File: src/rtl/fepc_ram.sv
// Generic single-write, single-read RAM with a registered read port.
module fepc_ram #(
  parameter int WIDTH = 8,
  parameter int DEPTH = 256
) (
  input  logic                     clk,
  input  logic                     we,
  input  logic [$clog2(DEPTH)-1:0] waddr,
  input  logic [WIDTH-1:0]         wdata,
  input  logic [$clog2(DEPTH)-1:0] raddr,
  output logic [WIDTH-1:0]         rdata
);

  logic [WIDTH-1:0] mem [DEPTH];

  always_ff @(posedge clk) begin
    if (we) begin
      mem[waddr] <= wdata;
    end
    rdata <= mem[raddr];
  end

endmodule

File: config.mk
export PLATFORM = sky130hd
export DESIGN_NAME = fepc_ram
export DESIGN_NICKNAME = d
export VERILOG_FILES = /design/src/rtl/fepc_ram.sv
export SDC_FILE = /design/constraint.sdc
export NUM_CORES = 2
export LEC_CHECK = 0
export ABC_AREA = 1
export BUFFER_PORTS_ARGS = -buffer_cell sky130_fd_sc_hd__buf_2
export CAP_MARGIN = 20
export CORE_MARGIN = 1.5
export CORE_UTILIZATION = 39
export DETAILED_ROUTE_END_ITERATION = 10
export HOLD_SLACK_MARGIN = 0.08
export MAX_ROUTING_LAYER = met4
export PLACE_DENSITY = 0.56
export REMOVE_ABC_BUFFERS = 1
export SYNTH_ARGS = -nofsm -noshare
export SYNTH_HDL_FRONTEND = slang
export SYNTH_SLANG_ARGS = --single-unit
File: constraint.sdc
create_clock -name clk -period 1.62 [get_ports clk]
set_clock_uncertainty 0.05 [all_clocks]
set_input_delay 0 -clock clk [delete_from_list [all_inputs] [get_ports clk]]
set_output_delay 0 -clock clk [all_outputs]
set_load 0.02 [all_outputs]
==> qor.json <==
{
  "synth": {
    "netlist_area_um2": 83400,
    "ys_seq_elements": 2056,
    "synth_edf_count": 2048,
    "yosys.cell_count.top_type": "sky130_fd_sc_hd__nand2_1",
    "netlist.top_cell.by_area": "sky130_fd_sc_hd__edfxtp_1",
    "synth_top_area_share_pct": 73.7,
    "syn-mean-instance-area_um2": 11.9,
    "ys_types": 14,
    "synth.top_cells.by_count": "2123 x sky130_fd_sc_hd__nand2_1, 2048 x sky130_fd_sc_hd__edfxtp_1, 2019 x sky130_fd_sc_hd__nand3_1",
    "postSynthCellCount": 7003,
    "synth.yosys.seq_area_share_pct": 73.9,
    "async_reset_ff_share_pct": 0,
    "yosysWarnings": 0,
    "netlist_top_cells_area": "sky130_fd_sc_hd__edfxtp_1 74%, sky130_fd_sc_hd__nand3_1 12%, sky130_fd_sc_hd__nand2_1 9.6%, sky130_fd_sc_hd__buf_2 1.6%, sky130_fd_sc_hd__nor2_1 1.3%",
    "synthFlopType": "sky130_fd_sc_hd__edfxtp_1"
  },
  "critical_path": {
    "worstPathArrival_ps": 2320,
    "critical_path.max_fanout": 1,
    "critical_path.endpoint_type": "flip-flop",
    "critical_path_required_ps": 2320,
    "criticalPathCategory": "reg -> reg",
    "start_kind": "flip-flop"
  },
  "clock_tree": {
    "clock_sink_count": 2056,
    "clock_tree.htree_level_count": 4,
    "cts_tree": "yes",
    "max_root_sink_buffers": 3,
    "cts_made_buffers": 209,
    "clock-root-buffer": "sky130_fd_sc_hd__clkbuf_16",
    "path_clk_slew_ps": 70,
    "clk_latency_ps": 870
  },
  "global_route": {
    "vias_in_the_first_global_route": 54900,
    "congestion_overflow_gr": 0,
    "number_of_antenna_violations_at_the_first_check_in_global_routing": 11,
    "grt_max_degree": 83,
    "grt_pass1_wl_um": 366000,
    "grt_use_total_pct": 23.5
  },
  "die": {
    "dieWidth_um": 465,
    "initial_utilization_pct": 39.3,
    "placeableCoreArea_um2": 212000,
    "die_h_um": 465,
    "design.die.area_um2": 217000,
    "std_cell_rows": 169,
    "ios": 34
  },
  "layout": {
    "share_of_layout_cells_above_drive_strength_1_pct": 18.2,
    "syn_to_final_growth_pct": 21.7,
    "layout.cell_area.non_filler_um2": 102000,
    "final_nets": 7543,
    "final.fill_count": 18700
  },
  "detailed_routing": {
    "num_vias": 56600,
    "drt-initial-drc-count": 5663,
    "drc": 2,
    "route.antenna.remaining_nets": 0,
    "detailedRoute.firstPassIterationCount": 8,
    "wire_per_inst_um": 23.7,
    "post_drt_via_cell_ratio": 5.39,
    "routed_wirelength_um": 249000
  },
  "power_and_ir_drop": {
    "pwr-share-comb_pct": 7.5,
    "cell_internal_pwr_mw": 88.5,
    "fin_total_pwr_mw": 115,
    "power_frac_seq_pct": 51.0,
    "power.static_leakage_nw": 36.4,
    "powerDensity_nw_per_um2": 1130,
    "vdd.ir_drop.worst_uv": 873,
    "switchingPower_mw": 26.5,
    "clkPwrFrac_pct": 41.5,
    "switching_share_pct": 23.0
  },
  "sta": {
    "timing_max_transition_violations_final": 0,
    "maxClockFrequency_mhz": 616,
    "finalCritPeriodShare_pct": 100,
    "worstMarginPinSlew_ps": 981,
    "hold_viol": 0,
    "rsz0062_at_grt": "yes",
    "final.min_clock_period_ps": 1620,
    "relative_slew_slack_pct": 34.4,
    "final-setup-viol-count": 1,
    "setup_slack_ps": -4.46
  },
  "status": {
    "result_of_the_run": "complete, but fails checks",
    "violations_in_the_final_reports": "design-rule violations, negative setup slack"
  },
  "placement": {
    "place.detailed.hpwl_um": 155000,
    "place.gp.congestion": 0.898,
    "dpl_cell_area_um2": 92400,
    "portBuffers": 33
  },
  "worst_hold_path": {
    "min_path_type": "in -> reg"
  },
  "run": {
    "maxCapViolCount": 0
  }
}
## flip-flops by register name, indices dropped and copies added, names as in the netlist
register / cells
mem: 2048
rdata: 8
## path summary, 6_finish.rpt
| check | start | endpoint | slack (ps) | cells after the start |
|---|---|---|---|---|
| min | raddr[1] | rdata[7]$_DFF_P_ | 90 | 10 |
| min reg2reg | mem[96][3]$_DFFE_PP_ | rdata[3]$_DFF_P_ | 940 | 10 |
| max | mem[165][4]$_DFFE_PP_ | rdata[4]$_DFF_P_ | -4 | 10 |
| max reg2reg | mem[165][4]$_DFFE_PP_ | rdata[4]$_DFF_P_ | -4 | 10 |
## cell families after synthesis
kind of cell | share of synthesized area, %
and+or+nand+nor | 22.9
DFF | 73.9
buffers and inverters | 3.12
## power groups by stage
stage | registers [mW] | logic [mW] | clock network (mW)
2_1_floorplan | 59.8 | 3.10 | 0
3_3_place_gp | 59.8 | 7.87 | 0
5_1_grt | 58.7 | 9.23 | 50.2
4_1_cts | 58.7 | 8.29 | 48.3
3_5_place_dp | 59.8 | 7.91 | 0
6_report | 58.7 | 8.63 | 47.6
## area by class of cell
cell class / count / area (um2) / area share (%)
Sequential cell: 2056 / 61700 / 60.7
Tap cell: 2821 / 3530 / 3.48
Timing Repair Buffer: 786 / 8120 / 8.00
Clock inverter: 136 / 1270 / 1.25
Antenna cell: 5 / 12.5 / 0.0123
Multi-Input combinational cell: 4425 / 21300 / 21.0
Clock buffer: 246 / 5420 / 5.34
Inverter: 39 / 184 / 0.181
## through the flow
stage / cells / setup WS (ps) / hold WS [ps] / utilization [%] / TNS (ps)
after floorplan: 6520 / -4080 / 48.9 / - / -32580
after global placement: 10100 / -794 / 281 / 43.5 / -6110
after detailed placement: 10100 / -793 / 284 / 43.5 / -6330
after CTS: 10500 / -18.8 / -354 / 47.2 / -41.7
after global routing: 10500 / -23.8 / 121 / 47.8 / -115
final: 10500 / -4.46 / 93.7 / 47.8 / -4.46
## metal layers
layer | track usage [%] | wire (um) | up-vias
met5 | - | 0 | -
li1 | - | - | 25900
met2 | 37.0 | 120000 | 1962
met1 | 31.3 | 106000 | 28300
met4 | 7.92 | 8270 | 0
met3 | 3.26 | 15300 | 419
## placed cells by master (no fill, tap or decap), types with 8 or more instances in the layout
master / n
sky130_fd_sc_hd__bufinv_16: 21
sky130_fd_sc_hd__buf_4: 554
sky130_fd_sc_hd__clkbuf_16: 211
sky130_fd_sc_hd__buf_2: 20
sky130_fd_sc_hd__buf_8: 11
sky130_fd_sc_hd__nand2_2: 18
sky130_fd_sc_hd__nand3_1: 1709
sky130_fd_sc_hd__clkinv_2: 51
sky130_fd_sc_hd__edfxtp_1: 2048
sky130_fd_sc_hd__nand2_1: 2098
sky130_fd_sc_hd__nand3_4: 70
sky130_fd_sc_hd__dlygate4sd3_1: 26
sky130_fd_sc_hd__dfxtp_1: 8
sky130_fd_sc_hd__clkbuf_1: 34
sky130_fd_sc_hd__inv_1: 33
sky130_fd_sc_hd__nand3_2: 240
sky130_fd_sc_hd__nor2_1: 283
sky130_fd_sc_hd__buf_12: 167
sky130_fd_sc_hd__clkinv_1: 49
## worst max-delay path: stages, from the launching register on
cell and delay [ps]:
sky130_fd_sc_hd__edfxtp_1 360, sky130_fd_sc_hd__nand2_1 70, sky130_fd_sc_hd__nand3_1 90, sky130_fd_sc_hd__nand3_1 150
sky130_fd_sc_hd__nand3_2 140, sky130_fd_sc_hd__nand3_2 150, sky130_fd_sc_hd__nand3_4 120, sky130_fd_sc_hd__nand3_4 130
sky130_fd_sc_hd__nand2_4 90, sky130_fd_sc_hd__nand2_4 90, sky130_fd_sc_hd__nand2_1 60
## what timing repair did
item	4_1_cts	5_1_grt
buffers inserted	0	2
hold endpoints to repair	3906	8
endpoints found under the setup margin	8	16
gates resized for setup	189	225
pin swaps	27	87
hold buffers	26	2
No activity file was read; power rests on OpenSTA's default activity.
