`config.mk`:
```
export PLATFORM = sky130hd
export DESIGN_NAME = fepc_queue
export DESIGN_NICKNAME = d
export VERILOG_FILES = /design/src/rtl/fepc_pkg.sv /design/src/rtl/fepc_queue.sv
export SDC_FILE = /design/constraint.sdc
export NUM_CORES = 1
export LEC_CHECK = 0
export BUFFER_PORTS_ARGS = -buffer_cell sky130_fd_sc_hd__buf_2
export CAP_MARGIN = 20
export CELL_PAD_IN_SITES_DETAIL_PLACEMENT = 2
export CELL_PAD_IN_SITES_GLOBAL_PLACEMENT = 2
export CORE_MARGIN = 3
export CORE_UTILIZATION = 38
export CTS_CLUSTER_SIZE = 20
export DETAILED_ROUTE_END_ITERATION = 10
export GPL_ROUTABILITY_DRIVEN = 0
export PLACE_DENSITY = 0.81
export REMOVE_ABC_BUFFERS = 1
export SYNTH_ARGS = -nofsm -noshare
export SYNTH_HDL_FRONTEND = slang
export SYNTH_SLANG_ARGS = --single-unit
```
`constraint.sdc`:
```
create_clock -name clk -period 7.58 [get_ports clk]
set_clock_uncertainty 0.1 [all_clocks]
set_input_delay 0.379 -clock clk [delete_from_list [all_inputs] [get_ports clk]]
set_output_delay 0.379 -clock clk [all_outputs]
set_load 0.01 [all_outputs]
```
`src/rtl/fepc_pkg.sv`:
```
// Shared constants, codes and the job command type of the flash erase/program controller.
package fepc_pkg;

  localparam int unsigned FEPC_FLASH_BYTES = 2097152;

  localparam int OP_W     = 3;
  localparam int ADDR_W   = 22;
  localparam int LEN_W    = 22;
  localparam int IDX_W    = 21;
  localparam int BYTE_W   = 8;
  localparam int STATUS_W = 2;

  localparam int QUEUE_DEPTH = 2;

  localparam logic [BYTE_W-1:0] ERASED_RESET = 8'hFF;

  localparam logic [OP_W-1:0] OP_ERASE   = 3'd0;
  localparam logic [OP_W-1:0] OP_WRITE   = 3'd1;
  localparam logic [OP_W-1:0] OP_READ    = 3'd2;
  localparam logic [OP_W-1:0] OP_COMPARE = 3'd3;
  localparam logic [OP_W-1:0] OP_BLANK   = 3'd4;

  localparam logic [STATUS_W-1:0] ST_OK        = 2'd0;
  localparam logic [STATUS_W-1:0] ST_RANGE     = 2'd1;
  localparam logic [STATUS_W-1:0] ST_NOT_BLANK = 2'd2;
  localparam logic [STATUS_W-1:0] ST_MISMATCH  = 2'd3;

  typedef enum logic [2:0] {
    JOB_REJECT,
    JOB_ERASE,
    JOB_WRITE,
    JOB_READ,
    JOB_COMPARE,
    JOB_BLANK
  } job_kind_t;

  typedef struct packed {
    job_kind_t           kind;
    logic                first;
    logic                in_job;
    logic                done;
    logic [ADDR_W-1:0]   start;
    logic [LEN_W-1:0]    len;
    logic [ADDR_W:0]     addr;
    logic [BYTE_W-1:0]   data;
  } job_cmd_t;

endpackage

```
`src/rtl/fepc_queue.sv`:
```
// Short command queue between the front end and the sequencer.
module fepc_queue import fepc_pkg::*; #(
  parameter int DEPTH = QUEUE_DEPTH
) (
  input  logic     clk,
  input  logic     rst,
  input  logic     push,
  input  job_cmd_t din,
  output logic     full,
  input  logic     pop,
  output logic     not_empty,
  output job_cmd_t dout
);

  localparam int PW = (DEPTH > 1) ? $clog2(DEPTH) : 1;
  localparam int CW = $clog2(DEPTH + 1);

  job_cmd_t        entries [DEPTH];
  logic [PW-1:0]   wr_ptr;
  logic [PW-1:0]   rd_ptr;
  logic [CW-1:0]   count;

  assign full      = count == CW'(DEPTH);
  assign not_empty = count != '0;
  assign dout      = entries[rd_ptr];

  always_ff @(posedge clk) begin
    if (rst) begin
      wr_ptr <= '0;
      rd_ptr <= '0;
      count  <= '0;
    end else begin
      if (push) begin
        entries[wr_ptr] <= din;
        wr_ptr <= (wr_ptr == PW'(DEPTH - 1)) ? '0 : wr_ptr + PW'(1);
      end
      if (pop) begin
        rd_ptr <= (rd_ptr == PW'(DEPTH - 1)) ? '0 : rd_ptr + PW'(1);
      end
      if (push && !pop) begin
        count <= count + CW'(1);
      end else if (pop && !push) begin
        count <= count - CW'(1);
      end
    end
  end

endmodule

```
==> impl_metrics.py <==
metrics = {
    "global_route": {
        "grt_pass1_wl_um": 21600,
        "grt_pass1_vias": 3709,
        "grt_max_degree": 82,
        "overflow": 0,
        "antenna_found_initial": 3,
        "grtUsageTotal": 0.163,
    },
    "pwr": {
        "power_density_nw_per_um2": 265,
        "ir_worst_vdd_mv": 0.174,
        "p_leak_nw": 2.83,
        "power.total_mw": 2.03,
    },
    "synthesis": {
        "syn_avg_cell_area_um2": 22.2,
        "synth.distinct_cells": 17,
        "syn_inst": 274,
        "yosys.area.top_type_share": 0.799,
        "synth_top_cell_by_area": "edfxtp_1",
        "yosysSeqAreaShare": 0.815,
        "synthesis.area_um2": 6090,
        "synth_area_leaders": "edfxtp_1, mux2_2, dfxtp_1, buf_6, xnor2_1",
        "ys_seq_elements": 167,
        "yosys_warnings": 0,
    },
    "cells_and_area": {
        "layout-drive-gt1-share": 0.603,
        "areaGrowthSynthToFinish_pct": 26.1,
        "n_fill_cell": 1455,
        "layout.nets": 541,
        "antenna_cells": 0,
    },
    "route": {
        "viasPerCell": 4.73,
        "drtIter0Drc": 198,
        "drc": 0,
        "drtAntennaViolNets": 0,
        "num_vias": 3214,
        "wl_um": 13800,
        "wire_per_inst_um": 20.3,
        "firstDrtPassIters": 6,
    },
    "sta": {
        "hold-worst-slack_ns": 0.0525,
        "tns_ns": 0,
        "hold_viol": 0,
        "finalCritPeriodShare": 0.321,
        "relSlewSlack": 0.338,
        "worst_slew_pin_slew_ns": 0.993,
        "max_freq_mhz": 412,
        "rsz0062_at_grt": "false",
        "period_needed_ns": 2.43,
        "slew_violations": 0,
        "final-setup-viol-count": 0,
    },
    "status": {
        "status": "completed",
    },
    "critical_path": {
        "critical_path.max_fanout": 47,
        "r2r-start": "wr_ptr",
        "r2r_end": "entries[1][20]",
        "critPathRequiredTime_ns": 7.10,
        "endpoint_kind": "output port",
        "start_kind": "flip-flop",
        "ff2ff_setup_slack_ns": 5.47,
        "crit_type": "flip-flop to output port",
        "worst_ep_arrival_time_ns": 1.95,
        "r2r_cells": 2,
    },
    "hold_path": {
        "hold_class": "input pin to flip-flop",
        "hold_start": "din[33]",
        "holdPathStages": 1,
        "whs_endpoint": "entries[1][33]",
    },
    "clocking": {
        "h-tree-depth": 4,
        "ctsResizeCount": 0,
        "cts_tree": "yes",
        "root_buffer": "clkbuf_16",
        "cts_setup_buffers": 0,
        "clock_path_buffers": 2,
        "clk_pin_slew_ns": 0.06,
        "cts_buffers": 17,
        "clock-sinks": 167,
        "holdBufCountCts": 0,
        "insertion_delay_ns": 0.41,
    },
    "floorplanning": {
        "start_util": 0.395,
        "rows": 45,
        "design.die.area_um2": 17600,
        "die_w_um": 133,
        "fp.coreArea_um2": 15400,
        "die_h_um": 133,
        "ios": 168,
    },
    "job": {
        "maxCapViolations": 0,
    },
    "placement": {
        "numPortBuffers": 167,
        "dp_hpwl_um": 9460,
    },
}
[sequential cells by signal, indices dropped and copies added, names as in the netlist, named ones only]
register,count
count,2
entries,162
rd_ptr,1
wr_ptr,1
[area by class of cell]
cell class	count	area, um^2	share of cell area
Timing Repair Buffer	171	886	0.115
Clock buffer	20	437	0.0569
Tap cell	211	264	0.0344
Multi-Input combinational cell	97	1030	0.134
Sequential cell	167	4970	0.647
Inverter	1	3.75	0.000489
Clock inverter	12	86.3	0.0112
[cells by family (layout without fill, tap and decap cells)]
group,after synthesis,after routing,share of synthesized area
AOI/OAI and AO/OA,2,2,0.00164
xor gates and xnor gates,4,4,0.00576
adders and majority gates,1,1,0.00205
buffers and inverters,10,204,0.0166
DFF,167,167,0.815
muxes,81,81,0.150
and+or+nand+nor,9,9,0.00863
[Yosys cell counts]
library cell  number
a21oi_1            1
and2b_2            1
and3b_1            1
buf_4              1
buf_6              8
dfxtp_1            5
edfxtp_1         162
ha_1               1
inv_1              1
mux2_2            81
nor2_1             4
nor3b_1            1
o21ai_0            1
or2_2              1
or3_1              1
xnor2_1            2
xor2_1             2
[cell usage in the layout, fill, tap and decap left out, drive strengths merged, types with 2 or more instances in the layout]
cell type	n
clkinv	10
mux2	81
buf	171
dfxtp	5
xnor2	2
nor2	4
edfxtp	162
clkbuf	20
xor2	2
[power breakdown]
group	switching (mW)	leakage [nW]	internal (mW)
Sequential	0.0182	1.53	1.06
Clock	0.327	0.257	0.444
Combinational	0.0970	1.05	0.0912
Total	0.442	2.83	1.59
[through the flow]
stage                     cell area [um^2]  utilization  worst slack, ns  cells
after floorplan                       5990            -            0.602    265
after detailed placement              7130        0.462             5.24    646
final                                 7680        0.498             5.15    679
after global routing                  7680        0.498             5.01    679
after CTS                             7650        0.496             4.91    678
after global placement                7130        0.462             5.29    646
[critical path: stages (launching register included)]
cell	delay, ns
dfxtp_4	0.67
buf_16	0.32
mux2_2	0.40
buf_2	0.15
[worst max-delay path by stage]
stage	start	endpoint	depth (start not counted)
global placement	rst	entries[1][52]	3
CTS	flip-flop	dout[31]	2
detailed placement	rst	entries[1][35]	3
global route	flip-flop	dout[31]	3
finish	flip-flop	dout[10]	3
floorplan	rst	entries[0][0]	1
[layer usage]
layer / up-vias / GRT usage / part of all wire
met5: - / 0 / 0.0030
met4: 6 / 0.0416 / 0.0081
met3: 17 / 0.0574 / 0.054
met2: 117 / 0.288 / 0.53
met1: 1623 / 0.188 / 0.40
li1: 1451 / - / -
(Power assumes the default switching activity.)
