===== src/rtl/fepc_pkg.sv =====
// Shared constants, codes and the job command type of the flash erase/program controller.
package fepc_pkg;

  localparam int unsigned FEPC_FLASH_BYTES = 2097152;

  localparam int OP_W     = 3;
  localparam int ADDR_W   = 22;
  localparam int LEN_W    = 22;
  localparam int IDX_W    = 21;
  localparam int BYTE_W   = 8;
  localparam int STATUS_W = 2;

  localparam int QUEUE_DEPTH = 2;

  localparam logic [BYTE_W-1:0] ERASED_RESET = 8'hFF;

  localparam logic [OP_W-1:0] OP_ERASE   = 3'd0;
  localparam logic [OP_W-1:0] OP_WRITE   = 3'd1;
  localparam logic [OP_W-1:0] OP_READ    = 3'd2;
  localparam logic [OP_W-1:0] OP_COMPARE = 3'd3;
  localparam logic [OP_W-1:0] OP_BLANK   = 3'd4;

  localparam logic [STATUS_W-1:0] ST_OK        = 2'd0;
  localparam logic [STATUS_W-1:0] ST_RANGE     = 2'd1;
  localparam logic [STATUS_W-1:0] ST_NOT_BLANK = 2'd2;
  localparam logic [STATUS_W-1:0] ST_MISMATCH  = 2'd3;

  typedef enum logic [2:0] {
    JOB_REJECT,
    JOB_ERASE,
    JOB_WRITE,
    JOB_READ,
    JOB_COMPARE,
    JOB_BLANK
  } job_kind_t;

  typedef struct packed {
    job_kind_t           kind;
    logic                first;
    logic                in_job;
    logic                done;
    logic [ADDR_W-1:0]   start;
    logic [LEN_W-1:0]    len;
    logic [ADDR_W:0]     addr;
    logic [BYTE_W-1:0]   data;
  } job_cmd_t;

endpackage


===== src/rtl/fepc_front.sv =====
// Front end: accepts input words, range-checks them and turns them into job commands.
module fepc_front import fepc_pkg::*; #(
  parameter int unsigned FLASH_BYTES = FEPC_FLASH_BYTES
) (
  input  logic              in_valid,
  output logic              in_ready,
  input  logic [OP_W-1:0]   op,
  input  logic [ADDR_W-1:0] start_address,
  input  logic [LEN_W-1:0]  job_length,
  input  logic [IDX_W-1:0]  byte_index,
  input  logic [BYTE_W-1:0] data_byte,
  input  logic              clearing,
  input  logic              q_full,
  output logic              push,
  output job_cmd_t          cmd
);

  logic [31:0]      end_addr;
  logic             in_range;
  logic [LEN_W-1:0] idx_ext;
  logic             last_item;

  assign in_ready = !clearing && !q_full;
  assign push     = in_valid && in_ready;

  always_comb begin
    end_addr  = 32'(start_address) + 32'(job_length);
    // The end of the range bounds the start as well, since the length is never negative.
    in_range  = end_addr <= 32'(FLASH_BYTES);
    idx_ext   = LEN_W'(byte_index);
    last_item = (idx_ext + LEN_W'(1)) >= job_length;

    cmd.first  = byte_index == '0;
    cmd.in_job = idx_ext < job_length;
    cmd.start  = start_address;
    cmd.len    = job_length;
    cmd.addr   = (ADDR_W+1)'(start_address) + (ADDR_W+1)'(byte_index);
    cmd.data   = data_byte;
    cmd.done   = last_item;

    unique case (op)
      OP_ERASE: begin
        cmd.kind = JOB_ERASE;
        cmd.done = 1'b1;
      end
      OP_WRITE:   cmd.kind = JOB_WRITE;
      OP_READ:    cmd.kind = JOB_READ;
      OP_COMPARE: cmd.kind = JOB_COMPARE;
      OP_BLANK: begin
        cmd.kind = JOB_BLANK;
        cmd.done = 1'b1;
      end
      default: begin
        cmd.kind = JOB_REJECT;
        cmd.done = 1'b1;
      end
    endcase

    if (!in_range) begin
      cmd.kind = JOB_REJECT;
    end
  end

endmodule


===== config.mk =====
export PLATFORM = sky130hd
export DESIGN_NAME = fepc_front
export DESIGN_NICKNAME = d
export VERILOG_FILES = /design/src/rtl/fepc_pkg.sv /design/src/rtl/fepc_front.sv
export SDC_FILE = /design/constraint.sdc
export NUM_CORES = 1
export LEC_CHECK = 0
export ABC_AREA = 1
export BUFFER_PORTS_ARGS = -buffer_cell sky130_fd_sc_hd__buf_2
export CAP_MARGIN = 20
export CORE_MARGIN = 3
export CORE_UTILIZATION = 40
export DETAILED_ROUTE_END_ITERATION = 7
export MAX_ROUTING_LAYER = met4
export PLACE_DENSITY = 0.66
export SLEW_MARGIN = 40
export SYNTH_ARGS = -nofsm -noshare
export SYNTH_HDL_FRONTEND = slang
export SYNTH_SLANG_ARGS = --single-unit
export TNS_END_PERCENT = 20

===== constraint.sdc =====
create_clock -name vclk -period 3.5
set_input_delay 0.35 -clock vclk [all_inputs]
set_output_delay 0.35 -clock vclk [all_outputs]
set_load 0.1 [all_outputs]

==> out/results.txt, run 1 <==
CP Buf/Inv Count: 3
Iteration-0 DRC Markers: 153
vias in the first global route: 4784
1st-pass router iterations: 4
DRC: 0
# setup viols final: 0
Post-Synth XOR/XNOR Area: 7.666%
Final WS setup: 0.2734 ns
FF+latch area: 0 um^2
Max-Cap Viols: 0
initial antenna violation count: 0
post-synthesis adder-cell area fraction: 23.78%
share of cells above drive strength 1: 22.69%
Synth area leaders: ha_1, nand2_1, inv_1, buf_4, xor2_1
clock buffers: 0
largest net degree at the start of global routing: 8
YS warnings: 0
CP delay by family, top: simple AND/OR/NAND/NOR gates
met2 usage: 37.46%
most frequent CP cell: nand2_1
max_slew headroom: 66.35%
# IOs: 162
class of the worst hold path: input pin to primary output
via count: 5093
area leader, netlist: ha_1
CP Capture Type: primary output
post-synth top area share: 22.95%
Peak VDD IR: 264.4 uV
pwr/cell area: 278.3 nW/um^2
Worst EP arrival: 2.88 ns
fin crit period: 3.227 ns
Initial Utilization: 41.49%
Avg Inst Size Synth: 5.888 um^2
gr busiest metal: met2
Mapped Area: 4798 um^2
largest family of logic cells by synthesized area: simple AND/OR/NAND/NOR gates
die area: 13350 um^2
Post-Route WL: 13730 um
GR Util met3: 0.2611%
routed len/inst: 13.07 um
Post-synth top cells: nand2_1, inv_1, ha_1, nor2_1, buf_4
Setup Fix Bufs, Post-CTS: 0
Multi-input gate area: 3825 um^2
Slew Limit Fails: 0
Req. time, crit path: 3.15 ns
unrepaired setup endpoints after global routing: no
Max stage delay cell, worst path: ha_1
post_cts resized: 0
Die Ht: 115.5 um
hold path cells: 0
syn_nets: 984
# hold bufs at CTS: 0
Final Hold Viols: 0
worst-path fanout max: 5
worst slack, placed: 0.2502 ns
gpl congestion: 0.9163
GRT Overall Usage: 20.51%
mux contribution to synthesized area: 0%
fin crit share: 92.19%
Post-Synth Simple-Gate Area: 36.56%
DRT antenna net count: 0
Setup TNS: 0 ns
nets: 1079
Post-Layout Cell Count: 1051
Vias per Instance: 4.846
die span in x: 115.5 um
post-synthesis compound-gate area fraction: 11.71%
FMAX: 309.9 MHz
Worst path depth: 20
number of fill cells: 1329
register area share after synthesis: 0%
Critical Path Max Stage Delay: 0.27 ns
total gr overflow: 0
Cells after Synth: 815
core area: 11560 um^2
WS Path Type: input pin to primary output
Worst-Margin Slew: 0.5083 ns
Synth cell types: 41
outcome: completed
antenna cell count: 0
critical path startpoint category: input pin
Lkg Pwr: 3.181 nW
row cnt: 39
count leader, synth: nand2_1
placed cell count: 1051
post-DP HPWL: 12400 um
Synth-to-Final Area Change: 11.03%
Seq cells: 0
GR Layer Usage met1: 26.54%
worst-path cell chain: buf_2, ha_1, nand2_1, inv_2, nand4_2, nor2_2, nand2_1, nor2_2, nand3_2, nor3_2, nand4_1, xor2_1, ha_1, nand2_1, nor2_1, nor2_1, nand3_1, a41oi_1, nand2_1, buf_12
first-pass GRT wire length: 21870 um
# port buffers: 146
[placed cells by master, fill, tap and decap left out, drive strengths merged]
cell,netlist,routed
o31ai,1,1
or2,2,2
nor4,9,9
nor2,72,72
nor3b,2,2
a21o,2,2
o21ai,22,22
nand3b,4,4
nand3,44,44
and2,1,1
nand2,222,222
o21bai,2,2
a221oi,1,1
nor3,8,8
inv,154,154
xor2,32,32
o221ai,1,1
a21oi,54,54
ha,88,88
a211oi,1,1
a31oi,3,3
nand4,15,15
o211ai,5,5
o21a,3,3
fa,2,2
a41oi,2,2
xnor2,10,10
buf,53,146
[worst paths after layout]
kind	start	end	slack (ns)
min	data_byte[3]	cmd[3]	0.70
max	byte_index[1]	cmd[75]	0.27
[kinds of logic after synthesis]
logic type	Yosys count
AND/OR/NAND/NOR	379
buffers and inverters	207
AO/OA/AOI/OAI	97
adder cells (fa/ha/maj)	90
XOR/XNOR	42
[power breakdown]
part | internal [mW] | switching (mW)
Clock | 0 | 0
Sequential | 0 | 0
Combinational | 0.333 | 1.15
[final cells by class]
type | count | area share (%)
Multi-Input combinational cell | 608 | 71.79
Tap cell | 143 | 3.358
Inverter | 154 | 10.85
Timing Repair Buffer | 146 | 14.00
[per-layer routing]
layer,vias up,share of wire [%]
li1,2764,-
met1,2253,48
met2,72,50
met3,4,2.1
met4,0,0.60
met5,-,0
[through the flow]
| step | util [%] | instance area (um^2) | hold slack, ns | power, mW |
|---|---|---|---|---|
| floorplan | - | 4798 | 0.9115 | 1.273 |
| global placement | 46.07 | 5328 | 0.7007 | 1.478 |
| detailed placement | 46.07 | 5328 | 0.7007 | 1.480 |
| CTS | 46.07 | 5328 | 0.7007 | 1.486 |
| global route | 46.07 | 5328 | 0.7002 | 1.598 |
| finish | 46.07 | 5328 | 0.7000 | 1.483 |
No activity file was read; power rests on OpenSTA's default activity.
==> run 2: changes to the inputs <==
- CORE_UTILIZATION: 40 -> 58
- PLACE_DENSITY: 0.66 -> 0.9
==> out/results.txt, run 2 (synthesis gave the netlist of run 1 again) <==
outcome: completed (unchanged)
most frequent CP cell: nand2_1 (unchanged)
share of cells above drive strength 1: 22.99% (was 22.69%)
Max-Cap Viols: 0 (unchanged)
Lkg Pwr: 3.191 nW (was 3.181 nW)
Synth-to-Final Area Change: 10.46% (was 11.03%)
fin crit period: 3.265 ns (was 3.227 ns)
die area: 9400 um^2 (was 13350 um^2)
hold path cells: 0 (unchanged)
worst-path fanout max: 5 (unchanged)
class of the worst hold path: input pin to primary output (unchanged)
unrepaired setup endpoints after global routing: no (unchanged)
DRC: 0 (unchanged)
Multi-input gate area: 3841 um^2 (was 3825 um^2)
Req. time, crit path: 3.15 ns (about the same)
Slew Limit Fails: 0 (unchanged)
Initial Utilization: 60.83% (was 41.49%)
Clk network pwr share: 0% (about the same)
met2 usage: 48.41% (was 37.46%)
Die Ht: 96.96 um (was 115.5 um)
worst-path cell chain: buf_2, ha_1, nand2_1, inv_2, nand4_2, nor2_2, nand2_2, nor2_4, nand3_2, nor3_4, nand4_1, xor2_1, ha_1, nand2_1, nor2_1, nor2_1, nand3_1, a41oi_1, nand2_1, buf_12 (was buf_2, ha_1, nand2_1, inv_2, nand4_2, nor2_2, nand2_1, nor2_2, nand3_2, nor3_2, nand4_1, xor2_1, ha_1, nand2_1, nor2_1, nor2_1, nand3_1, a41oi_1, nand2_1, buf_12)
1st-pass router iterations: 5 (was 4)
Placement Cell Area: 5276 um^2 (was 5328 um^2)
clock buffers: 0 (unchanged)
Net Sw Frac: 77.48% (was 77.53%)
critical path startpoint category: input pin (unchanged)
Setup TNS: 0 ns (unchanged)
row cnt: 32 (was 39)
post-DP HPWL: 11750 um (was 12400 um)
Max stage delay cell, worst path: ha_1 (unchanged)
Worst-Margin Slew: 0.4947 ns (was 0.5083 ns)
nets: 1080 (was 1079)
# IOs: 162 (unchanged)
placed cell count: 1010 (was 1051)
Vias per Instance: 5.324 (was 4.846)
WS Path Type: input pin to primary output (unchanged)
Core Util, Final: 67.20% (was 46.07%)
Gate power share: 100.0% (about the same)
Switch Pwr: 1.150 mW (was 1.149 mW)
Worst EP arrival: 2.91 ns (was 2.88 ns)
Post-Layout Cell Count: 1011 (was 1051)
# setup viols final: 0 (unchanged)
antenna cell count: 0 (unchanged)
number of fill cells: 734 (was 1329)
worst slack, placed: 0.2287 ns (was 0.2502 ns)
gpl congestion: 0.9484 (was 0.9163)
GR Util met3: 1.730% (was 0.2611%)
# port buffers: 146 (unchanged)
total chip power: 1.484 mW (was 1.483 mW)
fin crit share: 93.28% (was 92.19%)
max_slew headroom: 67.25% (was 66.35%)
core area: 7888 um^2 (was 11560 um^2)
Peak VDD IR: 258.5 uV (was 264.4 uV)
routed len/inst: 13.00 um (was 13.07 um)
die span in x: 96.96 um (was 115.5 um)
Final Hold Viols: 0 (unchanged)
FF+latch area: 0 um^2 (unchanged)
Seq cells: 0 (unchanged)
vias in the first global route: 5050 (was 4784)
pwr/cell area: 280.1 nW/um^2 (was 278.3 nW/um^2)
DRT antenna net count: 0 (unchanged)
total gr overflow: 0 (unchanged)
commonest non-fill, non-tap cells in the layout: nand2_1, buf_2, inv_1 (unchanged)
GRT Overall Usage: 27.38% (was 20.51%)
Critical Path Max Stage Delay: 0.27 ns (about the same)
gr busiest metal: met2 (unchanged)
largest net degree at the start of global routing: 8 (unchanged)
first-pass GRT wire length: 21750 um (was 21870 um)
final hold slack: 0.7000 ns (about the same)
Post-Route WL: 13140 um (was 13730 um)
Finished Cell Area: 5300 um^2 (was 5328 um^2)
Pint: 334.4 uW (was 333.2 uW)
FMAX: 306.3 MHz (was 309.9 MHz)
Reg power frac: 0% (about the same)
via count: 5383 (was 5093)
initial antenna violation count: 0 (unchanged)
GR Layer Usage met1: 33.13% (was 26.54%)
Iteration-0 DRC Markers: 246 (was 153)
commonest non-fill, non-tap cell in the layout: nand2_1 (unchanged)
Final WS setup: 0.2354 ns (was 0.2734 ns)
CP Capture Type: primary output (unchanged)
run 2: changes by cell type in the layout (fill, tap and decap cells not counted), sizes merged:
cell	change
buf	+1
run 2: routing by layer:
| metal | part of all wire [%] | wire, um |
|---|---|---|
| met5 | 0 | 0 |
| met4 | 3.8 | 501 |
| met3 | 5.0 | 663 |
| met2 | 48 | 6320 |
| met1 | 43 | 5659 |
run 2: repair_timing:
action	CTS	global route
buffers inserted	0	1
gates resized for setup	0	4
endpoints found under the hold margin	0	0
hold buffers	0	0
endpoints found under the setup margin	0	1
run 2: critical path, delay by kind of cell:
family                   cells  cell delay, ns
AND/OR/NAND/NOR             13            1.38
AO/OA/AOI/OAI                1            0.18
buffers and inverters        3            0.39
XOR/XNOR                     1            0.16
adder cells (fa/ha/maj)      2            0.44
run 2: path summary, 6_finish.rpt:
path	to	start	slack [ns]
worst min-delay path	cmd[3]	data_byte[3]	0.70
worst max-delay path	cmd[75]	byte_index[1]	0.24
run 2: cell type report:
class / count / share of cell area, %
timing repair buffer: 147 / 14.21
multi-input combinational: 608 / 72.47
tap: 102 / 2.408
inverter: 154 / 10.91
run 2: power by group through the flow:
stage | clock network (mW) | logic [mW] | registers (mW)
after floorplan | 0 | 1.27 | 0
after global placement | 0 | 1.46 | 0
final | 0 | 1.48 | 0
after detailed placement | 0 | 1.47 | 0
after global routing | 0 | 1.59 | 0
after CTS | 0 | 1.48 | 0
